$ cat src/rtl/ehms_pkg.sv
// ----------------------------------------------------------------------------
// ehms_pkg
// Shared types, codes and constants of the EMA hysteresis mode selector.
// ----------------------------------------------------------------------------
package ehms_pkg;

    localparam int SAMPLE_BITS_DEF = 16;
    localparam int COUNT_BITS_DEF  = 8;

    localparam int THRESH_W   = 16;
    localparam int RATIO_W    = 9;
    localparam int HOLD_W     = 8;
    localparam int WEIGHT_W   = 9;
    localparam int Q_FRAC     = 8;
    localparam int CFG_DATA_W = 16;
    localparam int CFG_ADDR_W = 3;
    localparam int MODE_W     = 3;
    localparam int OUT_DATA_W = 8;
    localparam int NUM_FIELDS = 5;

    localparam logic [WEIGHT_W-1:0] Q_ONE = WEIGHT_W'(256);

    typedef enum logic [MODE_W-1:0] {
        MODE_SAFE       = 3'd0,
        MODE_RECOVERY   = 3'd1,
        MODE_AGGRESSIVE = 3'd2,
        MODE_PRECISE    = 3'd3,
        MODE_CRUISE     = 3'd4
    } mode_t;

    typedef enum logic [CFG_ADDR_W-1:0] {
        REG_SAFE_DISTANCE    = 3'd0,
        REG_RECOVERY_ERROR   = 3'd1,
        REG_FAST_RATIO       = 3'd2,
        REG_PRECISE_DISTANCE = 3'd3,
        REG_HOLD_COUNT       = 3'd4,
        REG_BLEND_WEIGHT     = 3'd5
    } cfg_idx_t;

    localparam logic [THRESH_W-1:0] RST_SAFE_DISTANCE    = THRESH_W'(128);
    localparam logic [THRESH_W-1:0] RST_RECOVERY_ERROR   = THRESH_W'(77);
    localparam logic [RATIO_W-1:0]  RST_FAST_RATIO       = RATIO_W'(205);
    localparam logic [THRESH_W-1:0] RST_PRECISE_DISTANCE = THRESH_W'(256);
    localparam logic [HOLD_W-1:0]   RST_HOLD_COUNT       = HOLD_W'(3);
    localparam logic [WEIGHT_W-1:0] RST_BLEND_WEIGHT     = WEIGHT_W'(77);

    typedef struct packed {
        logic [THRESH_W-1:0] safe_distance;
        logic [THRESH_W-1:0] recovery_error;
        logic [RATIO_W-1:0]  fast_ratio;
        logic [THRESH_W-1:0] precise_distance;
        logic [HOLD_W-1:0]   hold_count;
        logic [WEIGHT_W-1:0] blend_weight;
    } cfg_t;

endpackage

$ cat src/rtl/ema_hysteresis_mode_selector_unit.sv
// ----------------------------------------------------------------------------
// ema_hysteresis_mode_selector_unit
// Smooths four measurements and selects a driving mode with hysteresis.
// ----------------------------------------------------------------------------
// One sample transfer can be taken every clock cycle while the result stream
// takes each result. The first stage holds the sample in the input register,
// the second runs the four moving-average multiplies (their results are the
// filter state, fed back for the next sample) and the third registers the
// ranked candidate through the hold counter onto the result stream.
// Each stage waits only when the one after it is full, so while a finished
// result waits on the output the input takes up to two more samples and then
// stalls until the result is taken.
// ----------------------------------------------------------------------------
module ema_hysteresis_mode_selector_unit
    import ehms_pkg::*;
#(
    parameter int SAMPLE_BITS = SAMPLE_BITS_DEF,
    parameter int COUNT_BITS  = COUNT_BITS_DEF
)
(
    input  logic                  clk,
    input  logic                  rst_n,
    input  logic                  cfg_we,
    input  logic [CFG_ADDR_W-1:0] cfg_addr,
    input  logic [CFG_DATA_W-1:0] cfg_wdata,
    input  logic                  s_tvalid,
    output logic                  s_tready,
    // speed_in, speed_limit, obstacle_dist, track_error, goal_range (lowest first)
    input  logic [((NUM_FIELDS*SAMPLE_BITS+7)/8)*8-1:0] s_tdata,
    output logic                  m_tvalid,
    input  logic                  m_tready,
    // active_mode in bits 2:0, zero above
    output logic [OUT_DATA_W-1:0] m_tdata
);

    localparam int IN_DATA_W = ((NUM_FIELDS * SAMPLE_BITS + 7) / 8) * 8;

    cfg_t                           cfg;
    logic                           ema_valid;
    logic                           mode_ready;
    logic [SAMPLE_BITS-1:0]         avg_speed;
    logic [SAMPLE_BITS-1:0]         avg_obstacle;
    logic [SAMPLE_BITS-1:0]         avg_error;
    logic [SAMPLE_BITS-1:0]         avg_goal;
    logic [SAMPLE_BITS+RATIO_W-1:0] ratio_prod;
    logic                           limit_nz;
    mode_t                          active_mode;

    ehms_cfg_regs u_cfg (
        .clk       (clk),
        .rst_n     (rst_n),
        .cfg_we    (cfg_we),
        .cfg_addr  (cfg_addr),
        .cfg_wdata (cfg_wdata),
        .cfg       (cfg)
    );

    ehms_ema_stage #(
        .SAMPLE_BITS (SAMPLE_BITS),
        .IN_DATA_W   (IN_DATA_W)
    ) u_ema (
        .clk          (clk),
        .rst_n        (rst_n),
        .cfg          (cfg),
        .in_valid     (s_tvalid),
        .in_ready     (s_tready),
        .in_data      (s_tdata),
        .out_valid    (ema_valid),
        .out_ready    (mode_ready),
        .avg_speed    (avg_speed),
        .avg_obstacle (avg_obstacle),
        .avg_error    (avg_error),
        .avg_goal     (avg_goal),
        .ratio_prod   (ratio_prod),
        .limit_nz     (limit_nz)
    );

    ehms_mode_stage #(
        .SAMPLE_BITS (SAMPLE_BITS),
        .COUNT_BITS  (COUNT_BITS)
    ) u_mode (
        .clk          (clk),
        .rst_n        (rst_n),
        .cfg          (cfg),
        .in_valid     (ema_valid),
        .in_ready     (mode_ready),
        .avg_speed    (avg_speed),
        .avg_obstacle (avg_obstacle),
        .avg_error    (avg_error),
        .avg_goal     (avg_goal),
        .ratio_prod   (ratio_prod),
        .limit_nz     (limit_nz),
        .out_valid    (m_tvalid),
        .out_ready    (m_tready),
        .active_mode  (active_mode)
    );

    assign m_tdata = OUT_DATA_W'(active_mode);

endmodule

$ cat src/rtl/ehms_cfg_regs.sv
// ----------------------------------------------------------------------------
// ehms_cfg_regs
// Configuration register file, written through a plain write port.
// ----------------------------------------------------------------------------
module ehms_cfg_regs
    import ehms_pkg::*;
(
    input  logic                  clk,
    input  logic                  rst_n,
    input  logic                  cfg_we,
    input  logic [CFG_ADDR_W-1:0] cfg_addr,
    input  logic [CFG_DATA_W-1:0] cfg_wdata,
    output cfg_t                  cfg
);

    cfg_t cfg_reg;
    cfg_t cfg_next;

    always_comb
    begin
        cfg_next = cfg_reg;
        if (cfg_we)
        begin
            case (cfg_addr)
                REG_SAFE_DISTANCE:    cfg_next.safe_distance    = cfg_wdata[THRESH_W-1:0];
                REG_RECOVERY_ERROR:   cfg_next.recovery_error   = cfg_wdata[THRESH_W-1:0];
                REG_FAST_RATIO:       cfg_next.fast_ratio       = cfg_wdata[RATIO_W-1:0];
                REG_PRECISE_DISTANCE: cfg_next.precise_distance = cfg_wdata[THRESH_W-1:0];
                REG_HOLD_COUNT:       cfg_next.hold_count       = cfg_wdata[HOLD_W-1:0];
                REG_BLEND_WEIGHT:     cfg_next.blend_weight     = cfg_wdata[WEIGHT_W-1:0];
                default:              cfg_next = cfg_reg;
            endcase
        end
    end

    always_ff @(posedge clk or negedge rst_n)
    begin
        if (!rst_n)
        begin
            cfg_reg.safe_distance    <= RST_SAFE_DISTANCE;
            cfg_reg.recovery_error   <= RST_RECOVERY_ERROR;
            cfg_reg.fast_ratio       <= RST_FAST_RATIO;
            cfg_reg.precise_distance <= RST_PRECISE_DISTANCE;
            cfg_reg.hold_count       <= RST_HOLD_COUNT;
            cfg_reg.blend_weight     <= RST_BLEND_WEIGHT;
        end
        else
        begin
            cfg_reg <= cfg_next;
        end
    end

    assign cfg = cfg_reg;

endmodule

$ cat src/rtl/ehms_ema_stage.sv
// ----------------------------------------------------------------------------
// ehms_ema_stage
// Input register, then the four moving averages and the speed limit product.
// ----------------------------------------------------------------------------
module ehms_ema_stage
    import ehms_pkg::*;
#(
    parameter int SAMPLE_BITS = SAMPLE_BITS_DEF,
    parameter int IN_DATA_W   = ((NUM_FIELDS * SAMPLE_BITS + 7) / 8) * 8
)
(
    input  logic                           clk,
    input  logic                           rst_n,
    input  cfg_t                           cfg,
    input  logic                           in_valid,
    output logic                           in_ready,
    input  logic [IN_DATA_W-1:0]           in_data,
    output logic                           out_valid,
    input  logic                           out_ready,
    output logic [SAMPLE_BITS-1:0]         avg_speed,
    output logic [SAMPLE_BITS-1:0]         avg_obstacle,
    output logic [SAMPLE_BITS-1:0]         avg_error,
    output logic [SAMPLE_BITS-1:0]         avg_goal,
    output logic [SAMPLE_BITS+RATIO_W-1:0] ratio_prod,
    output logic                           limit_nz
);

    localparam int S      = SAMPLE_BITS;
    localparam int PROD_W = S + WEIGHT_W;
    localparam int SUM_W  = S + 2;
    localparam int RP_W   = S + RATIO_W;

    // Stage 0: raw input fields.
    logic         v0_reg, v0_next;
    logic [S-1:0] speed_reg, limit_reg, obst_reg, err_reg, goal_reg;

    // Stage 1: averages (also the filter state) and ratio product.
    logic            v1_reg, v1_next;
    logic            primed_reg, primed_next;
    logic [S-1:0]    avg_speed_reg, avg_speed_next;
    logic [S-1:0]    avg_obst_reg, avg_obst_next;
    logic [S-1:0]    avg_err_reg, avg_err_next;
    logic [S-1:0]    avg_goal_reg, avg_goal_next;
    logic [RP_W-1:0] ratio_prod_reg, ratio_prod_next;
    logic            limit_nz_reg, limit_nz_next;

    logic                s1_ready;
    logic                in_fire;
    logic                s1_load;
    logic [WEIGHT_W-1:0] weight;

    function automatic logic [S-1:0] blend(
        input logic [S-1:0]        avg,
        input logic [S-1:0]        x,
        input logic [WEIGHT_W-1:0] w
    );
        logic [PROD_W-1:0] pa;
        logic [PROD_W-1:0] pb;
        logic [SUM_W-1:0]  sum;
        pa  = PROD_W'(w) * PROD_W'(x);
        pb  = PROD_W'(Q_ONE - w) * PROD_W'(avg);
        sum = SUM_W'(pa >> Q_FRAC) + SUM_W'(pb >> Q_FRAC);
        return sum[S-1:0];
    endfunction

    assign s1_ready = !v1_reg || out_ready;
    assign in_ready = !v0_reg || s1_ready;
    assign in_fire  = in_valid && in_ready;
    assign s1_load  = v0_reg && s1_ready;

    assign weight = (cfg.blend_weight > Q_ONE) ? Q_ONE : cfg.blend_weight;

    always_comb
    begin
        v0_next = in_fire ? 1'b1 : (s1_ready ? 1'b0 : v0_reg);
        v1_next = s1_load ? 1'b1 : (out_ready ? 1'b0 : v1_reg);

        primed_next     = primed_reg;
        avg_speed_next  = avg_speed_reg;
        avg_obst_next   = avg_obst_reg;
        avg_err_next    = avg_err_reg;
        avg_goal_next   = avg_goal_reg;
        ratio_prod_next = ratio_prod_reg;
        limit_nz_next   = limit_nz_reg;

        if (s1_load)
        begin
            primed_next     = 1'b1;
            ratio_prod_next = RP_W'(cfg.fast_ratio) * RP_W'(limit_reg);
            limit_nz_next   = (limit_reg != '0);
            // The first item after reset seeds the averages directly.
            if (!primed_reg)
            begin
                avg_speed_next = speed_reg;
                avg_obst_next  = obst_reg;
                avg_err_next   = err_reg;
                avg_goal_next  = goal_reg;
            end
            else
            begin
                avg_speed_next = blend(avg_speed_reg, speed_reg, weight);
                avg_obst_next  = blend(avg_obst_reg, obst_reg, weight);
                avg_err_next   = blend(avg_err_reg, err_reg, weight);
                avg_goal_next  = blend(avg_goal_reg, goal_reg, weight);
            end
        end
    end

    always_ff @(posedge clk or negedge rst_n)
    begin
        if (!rst_n)
        begin
            v0_reg        <= 1'b0;
            v1_reg        <= 1'b0;
            primed_reg    <= 1'b0;
            avg_speed_reg <= '0;
            avg_obst_reg  <= '0;
            avg_err_reg   <= '0;
            avg_goal_reg  <= '0;
        end
        else
        begin
            v0_reg        <= v0_next;
            v1_reg        <= v1_next;
            primed_reg    <= primed_next;
            avg_speed_reg <= avg_speed_next;
            avg_obst_reg  <= avg_obst_next;
            avg_err_reg   <= avg_err_next;
            avg_goal_reg  <= avg_goal_next;
        end
    end

    always_ff @(posedge clk)
    begin
        if (in_fire)
        begin
            speed_reg <= in_data[0*S +: S];
            limit_reg <= in_data[1*S +: S];
            obst_reg  <= in_data[2*S +: S];
            err_reg   <= in_data[3*S +: S];
            goal_reg  <= in_data[4*S +: S];
        end
        ratio_prod_reg <= ratio_prod_next;
        limit_nz_reg   <= limit_nz_next;
    end

    assign out_valid    = v1_reg;
    assign avg_speed    = avg_speed_reg;
    assign avg_obstacle = avg_obst_reg;
    assign avg_error    = avg_err_reg;
    assign avg_goal     = avg_goal_reg;
    assign ratio_prod   = ratio_prod_reg;
    assign limit_nz     = limit_nz_reg;

endmodule

$ cat src/rtl/ehms_mode_stage.sv
// ----------------------------------------------------------------------------
// ehms_mode_stage
// Priority ranking of the averages and the hold counter that switches modes.
// ----------------------------------------------------------------------------
module ehms_mode_stage
    import ehms_pkg::*;
#(
    parameter int SAMPLE_BITS = SAMPLE_BITS_DEF,
    parameter int COUNT_BITS  = COUNT_BITS_DEF
)
(
    input  logic                           clk,
    input  logic                           rst_n,
    input  cfg_t                           cfg,
    input  logic                           in_valid,
    output logic                           in_ready,
    input  logic [SAMPLE_BITS-1:0]         avg_speed,
    input  logic [SAMPLE_BITS-1:0]         avg_obstacle,
    input  logic [SAMPLE_BITS-1:0]         avg_error,
    input  logic [SAMPLE_BITS-1:0]         avg_goal,
    input  logic [SAMPLE_BITS+RATIO_W-1:0] ratio_prod,
    input  logic                           limit_nz,
    output logic                           out_valid,
    input  logic                           out_ready,
    output mode_t                          active_mode
);

    localparam int S     = SAMPLE_BITS;
    localparam int RP_W  = S + RATIO_W;
    localparam int CMP_W = (S > THRESH_W) ? S : THRESH_W;
    localparam int CNT_W = (COUNT_BITS > HOLD_W) ? COUNT_BITS : HOLD_W;
    localparam logic [COUNT_BITS-1:0] COUNT_MAX = {COUNT_BITS{1'b1}};

    logic                  valid_reg, valid_next;
    mode_t                 pending_reg, pending_next;
    mode_t                 current_reg, current_next;
    logic [COUNT_BITS-1:0] count_reg, count_next;

    mode_t               cand;
    logic                load;
    logic                fast;
    logic [RP_W-1:0]     speed_scaled;
    logic [HOLD_W-1:0]   need;

    assign in_ready = !valid_reg || out_ready;
    assign load     = in_valid && in_ready;

    // Ratio test without a divider: avg_speed * 256 against fast_ratio * limit.
    assign speed_scaled = RP_W'({avg_speed, {Q_FRAC{1'b0}}});
    assign fast         = limit_nz && (speed_scaled > ratio_prod);
    assign need         = (cfg.hold_count == '0) ? HOLD_W'(1) : cfg.hold_count;

    always_comb
    begin
        if (CMP_W'(avg_obstacle) < CMP_W'(cfg.safe_distance))
            cand = MODE_SAFE;
        else if (CMP_W'(avg_error) > CMP_W'(cfg.recovery_error))
            cand = MODE_RECOVERY;
        else if (fast)
            cand = MODE_AGGRESSIVE;
        else if (CMP_W'(avg_goal) < CMP_W'(cfg.precise_distance))
            cand = MODE_PRECISE;
        else
            cand = MODE_CRUISE;
    end

    always_comb
    begin
        valid_next   = load ? 1'b1 : (out_ready ? 1'b0 : valid_reg);
        pending_next = pending_reg;
        count_next   = count_reg;
        current_next = current_reg;
        if (load)
        begin
            pending_next = cand;
            if (cand == pending_reg)
                count_next = (count_reg < COUNT_MAX) ? count_reg + 1'b1 : count_reg;
            else
                count_next = COUNT_BITS'(1);
            if (CNT_W'(count_next) >= CNT_W'(need))
                current_next = cand;
        end
    end

    always_ff @(posedge clk or negedge rst_n)
    begin
        if (!rst_n)
        begin
            valid_reg   <= 1'b0;
            pending_reg <= MODE_CRUISE;
            current_reg <= MODE_CRUISE;
            count_reg   <= '0;
        end
        else
        begin
            valid_reg   <= valid_next;
            pending_reg <= pending_next;
            current_reg <= current_next;
            count_reg   <= count_next;
        end
    end

    assign out_valid   = valid_reg;
    assign active_mode = current_reg;

endmodule

$ cat config.mk
export PLATFORM = sky130hd
export DESIGN_NAME = ema_hysteresis_mode_selector_unit
export DESIGN_NICKNAME = d
export VERILOG_FILES = /design/src/rtl/ehms_pkg.sv /design/src/rtl/ema_hysteresis_mode_selector_unit.sv /design/src/rtl/ehms_cfg_regs.sv /design/src/rtl/ehms_ema_stage.sv /design/src/rtl/ehms_mode_stage.sv
export SDC_FILE = /design/constraint.sdc
export NUM_CORES = 2
export LEC_CHECK = 0
export BUFFER_PORTS_ARGS = -buffer_cell sky130_fd_sc_hd__buf_4
export CELL_PAD_IN_SITES_DETAIL_PLACEMENT = 1
export CELL_PAD_IN_SITES_GLOBAL_PLACEMENT = 1
export CORE_MARGIN = 8
export CORE_UTILIZATION = 52
export CTS_CLUSTER_DIAMETER = 40
export DETAILED_ROUTE_END_ITERATION = 7
export PLACE_DENSITY_LB_ADDON = 0.1
export SLEW_MARGIN = 40
export SYNTH_ARGS = -nofsm -noshare
export SYNTH_HDL_FRONTEND = slang
export SYNTH_SLANG_ARGS = --single-unit
export TNS_END_PERCENT = 100
$ cat constraint.sdc
create_clock -name clk -period 11.3 [get_ports clk]
set_clock_uncertainty 0.2 [all_clocks]
set_input_delay 0.565 -clock clk [delete_from_list [all_inputs] [get_ports clk]]
set_output_delay 0.565 -clock clk [all_outputs]
set_load 0.01 [all_outputs]
======== Word level (Yosys, flattened, before mapping) ========
Cells that the tools add are included.
storage, ports and cells
  flip-flop bits (word level) ............. 262
  bits of input ports ..................... 104
  output and inout bits ................... 10
  logic and storage cells ................. 94
cells by class
  add/subtract/negate cells ............... 6
  $mul .................................... 9
  $lt $le $gt $ge ......................... 7
  equal/unequal tests ..................... 6
  muxes and demuxes ....................... 19
  reduce and logical (&&, ||, !) cells .... 23
operator list
  cell                  count
  $mul 25x16->24        4
  $mul 9x16->24         4
  $add 16x16->16        4
  $mux 16               4
  $lt 16x16->1          2
  $mux 8                4
  $gt 24x25->1          1
  $mul 9x16->25         1
  $gt 16x16->1          1
  $reduce_bool 16->1    1
  $reduce_and 2->1      7
  $mux 3                4
  $sub 9x9->10 const A  1
  $gt 9x9->1 const B    1
  $mux 9                1
  $add 8x1->8 const B   1
  $ge 8x8->1            1
  $logic_not 8->1       1
  $lt 8x8->1 const B    1
  $eq 3x2->1 const B    2
  $eq 3x3->1 const B    2
  $mux 1                6
  $reduce_bool 2->1     3
  $logic_and 1x1->1     4
  5 further kinds       9

======== Depth between registers and ports, before layout ========
  depth after elaboration ................. 10
  gate-level depth with buffers ........... 50
  depth with buffers taken out ............ 43

======== By module ========
From an unflattened synthesis, not the netlist that was laid out.
second synthesis, totals
  cells, all modules ...................... 6374
  area, all modules ....................... 57985.6 µm²
by module, submodules not included
  module                             instances  cells each  area each (µm²)  seq. area each (µm²)
  ehms_ema_stage                     1          5842        52317.7          4859.7
  ehms_cfg_regs                      1          161         2850.2           1873.0
  ehms_mode_stage                    1          365         2776.4           377.9
  ema_hysteresis_mode_selector_unit  1          6           41.3             0.0

======== Worst setup path before layout ========
Ideal clock, no wire load.
  path type ............................... register -> register
  start point ............................. reg u_cfg.cfg_reg, in the netlist u_cfg.cfg[8]
  end point ............................... reg u_ema.avg_err_reg[15], in the netlist u_ema.avg_error[15]
  library setup time ...................... 182 ps
  data arrival time ....................... 9379 ps
  data required time ...................... 10918 ps
  setup slack ............................. 1539 ps
  stages on the path, launching flop included .. 44
  path buffers ............................ 7
  period minus slack after synthesis ...... 9761 ps
  path through ............................ dfrtp_1 -> buf_6 -> clkbuf_1 -> clkbuf_1 -> nor2b_1 -> clkbuf_1 -> clkbuf_1 -> inv_1 -> ha_1 -> nand2_1 -> or3_1 -> nor4_1 -> a21o_1 -> buf_2 -> clkbuf_1 -> nand2_1 -> fa_1 -> fa_1 -> (+8 left out) -> o21a_1 -> o21a_1 -> o31a_1 -> nor4_1 -> a211oi_2 -> o21ai_0 -> a21boi_1 -> or2_2 -> xor2_1 -> ha_1 -> inv_1 -> o21bai_1 -> a21oi_1 -> o21a_1 -> or3_1 -> a21o_1 -> a31oi_1 -> a21oi_1
between the ends
  cells in the longest elaborated chain, start to end .. 6
  elaborated cells on any way between the ends .. 7
  classes of those cells .................. 2 x add/sub; 2 x mul; 1 x order compare; 2 x mux
RTL lines
  item                    line                   RTL
  start, declared         ehms_cfg_regs.sv:16    cfg_t cfg_reg;
  start signal, assigned  ehms_cfg_regs.sv:49    cfg_reg <= cfg_next;
  $gt 9x9->1              ehms_ema_stage.sv:71   assign weight = (cfg.blend_weight > Q_ONE) ? Q_ONE : cfg.blend_weight;
  $mux 9 (*)              ehms_ema_stage.sv:71
  $sub 9x9->10            ehms_ema_stage.sv:61   pb = PROD_W'(Q_ONE - w) * PROD_W'(avg);
  $mul 25x16->24          ehms_ema_stage.sv:61
  $add 16x16->16 (*)      ehms_ema_stage.sv:62   sum = SUM_W'(pa >> Q_FRAC) + SUM_W'(pb >> Q_FRAC);
  $mux 16 (*)             ehms_ema_stage.sv:92   if (!primed_reg)
  end signal, assigned    ehms_ema_stage.sv:128  avg_err_reg <= avg_err_next;
  end, declared           ehms_ema_stage.sv:42   logic [S-1:0] avg_err_reg, avg_err_next;
Mark *: on every way between the ends. The rest lies on a longest branch, timed or not.
A chain may end at the register's enable or synchronous reset.

======== Final worst setup path ========
  start point ............................. reg u_cfg.cfg_reg, in the netlist u_cfg.cfg[8]
  end point ............................... reg u_ema.avg_speed_reg[14], in the netlist u_ema.avg_speed[14]
between the ends
  cells in the longest elaborated chain, start to end .. 6
  elaborated cells on any way between the ends .. 7
  classes of those cells .................. 2 x add/sub; 2 x mul; 1 x order compare; 2 x mux
RTL lines
  item                  line                   RTL
  $gt 9x9->1            ehms_ema_stage.sv:71
  $mux 9 (*)            ehms_ema_stage.sv:71
  $sub 9x9->10          ehms_ema_stage.sv:61
  $mul 25x16->24        ehms_ema_stage.sv:61
  $add 16x16->16 (*)    ehms_ema_stage.sv:62
  $mux 16 (*)           ehms_ema_stage.sv:92
  end signal, assigned  ehms_ema_stage.sv:126  avg_speed_reg <= avg_speed_next;
  end, declared         ehms_ema_stage.sv:40   logic [S-1:0] avg_speed_reg, avg_speed_next;
Marks and branches as above.

==> metrics <==
WS Path Type=flop to flop; DRC Markers=0; die area=roughly 0.12 mm²; gp weighted congestion=about 0.87; Slowest-stage cell, CP=dfrtp_4; CTS tree=done; maximum fanout along the worst path=31; f_max=between 90 and 100 MHz; # setup viols final=0; Clock Root Buffer=clkbuf_16; synthesized area=a little under 0.06 mm²; cell mode on critical path=fa_1; vias per inst=between 5 and 6; highest-count cells in the layout ignoring fill and taps=1533 x inv_1, 1115 x fa_1, 963 x nand2_1; status=complete, no violations; Worst Max-Slew Pin Slew=slightly below 0.9 ns; crit start category=flop; chip height=roughly 350 µm; Starting Density=between 50% and 60%; Sequential cell area=roughly 0.0071 mm²; standard-cell rows=between 100 and 150; Slew headroom=40.6%; Hold Fails Final Rpt=0; Synth-to-Final Area Change=10.0%; first-pass GRT wire length=between 200000 and 300000 µm; Worst Setup End Kind=flop; asr flop ratio synth=roughly 60%; CTS HTree Levels=3; fin crit share=between 80% and 90%; commonest non-fill, non-tap cell in the layout=inv_1; Seq/Total Area, Yosys=12.1%; yosys warns=0; CP max stage delay=0.76 ns; Setup TNS=0 ns; Hold Slack=between 0.04 and 0.05 ns; Post-synth EDFFs=about 110; DRT antenna net count=0; detailed placement HPWL=between 100000 and 150000 µm; Req. time, crit path=roughly 12 ns; ys flop type=dfrtp_1; Tmin final=~10 ns; largest net degree at the start of global routing=113; port buffer count=around 110; gr usage total=28.1%; total wire length=171000 µm; hold crit path type=input port to flop; delay-heaviest family, CP=adder cells; Max Slew Vio Count=0; syn avg cell area=between 8 and 9 µm²; Skew-Pair Late Insertion Delay=around 0.63 ns; router iterations before antenna repair=5; Routed WL per cell=approximately 21 µm; clock slew at reported path FFs=0.05 ns; fraction of layout cells with a size suffix above 1=roughly 5.7%; max reg flops=74; worst path bufs/invs=5; Layout fillers=between 10000 and 15000; WP data arrival=10.43 ns; Cell variety after synth=slightly above 80; DR iter-0 viols=about 2100; io pins=114; via count=about 44000; vias in the first global route=~50000; # Max-Cap Violations=0; unrepaired setup endpoints after global routing=no; Die W=between 300 and 400 µm; Post-layout nets=approximately 8500; multi-input logic area=around 0.046 mm²; initial antenna violation count=13; Placeable Area=about 0.11 mm²; Clock Path Buffers=3; Mapped Cells=approximately 6500; post-synthesis register bit count=roughly 260; total gr overflow=0; clock sinks=around 260; TritonCTS Buffers=67
==> cell usage after synthesis (41+ instances only) <==
master / count / area (µm²)
inv_1: 1534 / 5760
fa_1: 1115 / 22300
nand2_1: 964 / 3620
ha_1: 565 / 7070
and2_1: 487 / 3050
xnor2_1: 214 / 1870
clkbuf_1: 205 / 769
nor2_1: 166 / 623
o21ai_0: 165 / 826
a21oi_1: 143 / 716
dfrtp_1: 137 / 3430
edfxtp_1: 106 / 3180
buf_1: 80 / 300
nor3_1: 64 / 320
a21o_1: 60 / 450
xor2_1: 57 / 499
nor2b_1: 46 / 288
o21a_1: 41 / 308
==> path summary, 6_finish.rpt <==
kind,start,to,slack (ns),cells after the start
max,u_cfg.cfg[8],u_ema.avg_speed[14],1.19,37
min,cfg_wdata[13],u_cfg.cfg[55],0.04,3
min reg2reg,u_mode.active_mode[2],u_mode.active_mode[2],0.27,2
max reg2reg,u_cfg.cfg[8],u_ema.avg_speed[14],1.19,37
min in group asynchronous,rst_n,u_cfg.cfg[34],0.37,2
max in group asynchronous,rst_n,u_ema.avg_error[7],8.87,5
==> cell families after synthesis <==
kind of cell / share of synthesized area, %
AOI/OAI and AO/OA: 5.87
adders and majority gates: 49.9
xor gates and xnor gates: 4.03
buffers and inverters: 11.8
and+or+nand+nor: 15.0
DFF: 12.1
other: 0.0127
muxes: 1.36
==> area by class of cell <==
type | count | area share (%)
Antenna cell | 5 | 0.0193
Sequential cell | 262 | 11.0
Inverter | 1535 | 8.89
Clock buffer | 85 | 2.88
Multi-Input combinational cell | 4594 | 70.4
Clock inverter | 38 | 0.755
Timing Repair Buffer | 239 | 3.22
Tap cell | 1500 | 2.90
==> repair_timing <==
item | 4_1_cts | 5_1_grt
setup buffers | 0 | 0
hold buffers | 82 | 0
endpoints found under the hold margin | 122 | 0
gates resized for setup | 0 | 0
==> through the flow <==
stage | area (µm²) | utilization (%) | instances | setup slack [ns]
3_3_place_gp | 61500 | 54.7 | 8042 | 1.45
4_1_cts | 64700 | 57.5 | 8249 | 1.16
3_5_place_dp | 61600 | 54.7 | 8044 | 1.26
2_1_floorplan | 59500 | - | 6691 | 1.54
6_report | 64800 | 57.6 | 8258 | 1.19
5_1_grt | 64800 | 57.6 | 8253 | 0.539
==> tightest hold or removal path, stage by stage <==
cell and delay, ns:
buf_4 0.15, nand2_1 0.06, o21ai_0 0.06
==> routing by layer <==
layer / wire length [µm] / vias to the layer above / global-route usage (%)
met1: 74600 / 22954 / 37.3
li1: - / 19761 / -
met3: 8270 / 270 / 3.59
met5: 9 / - / 0
met2: 84400 / 986 / 48.5
met4: 4170 / 4 / 7.50
Power is left out: the tool's default activity adds up to more than one toggle a clock period on the data nets, which glitch-free logic cannot reach.
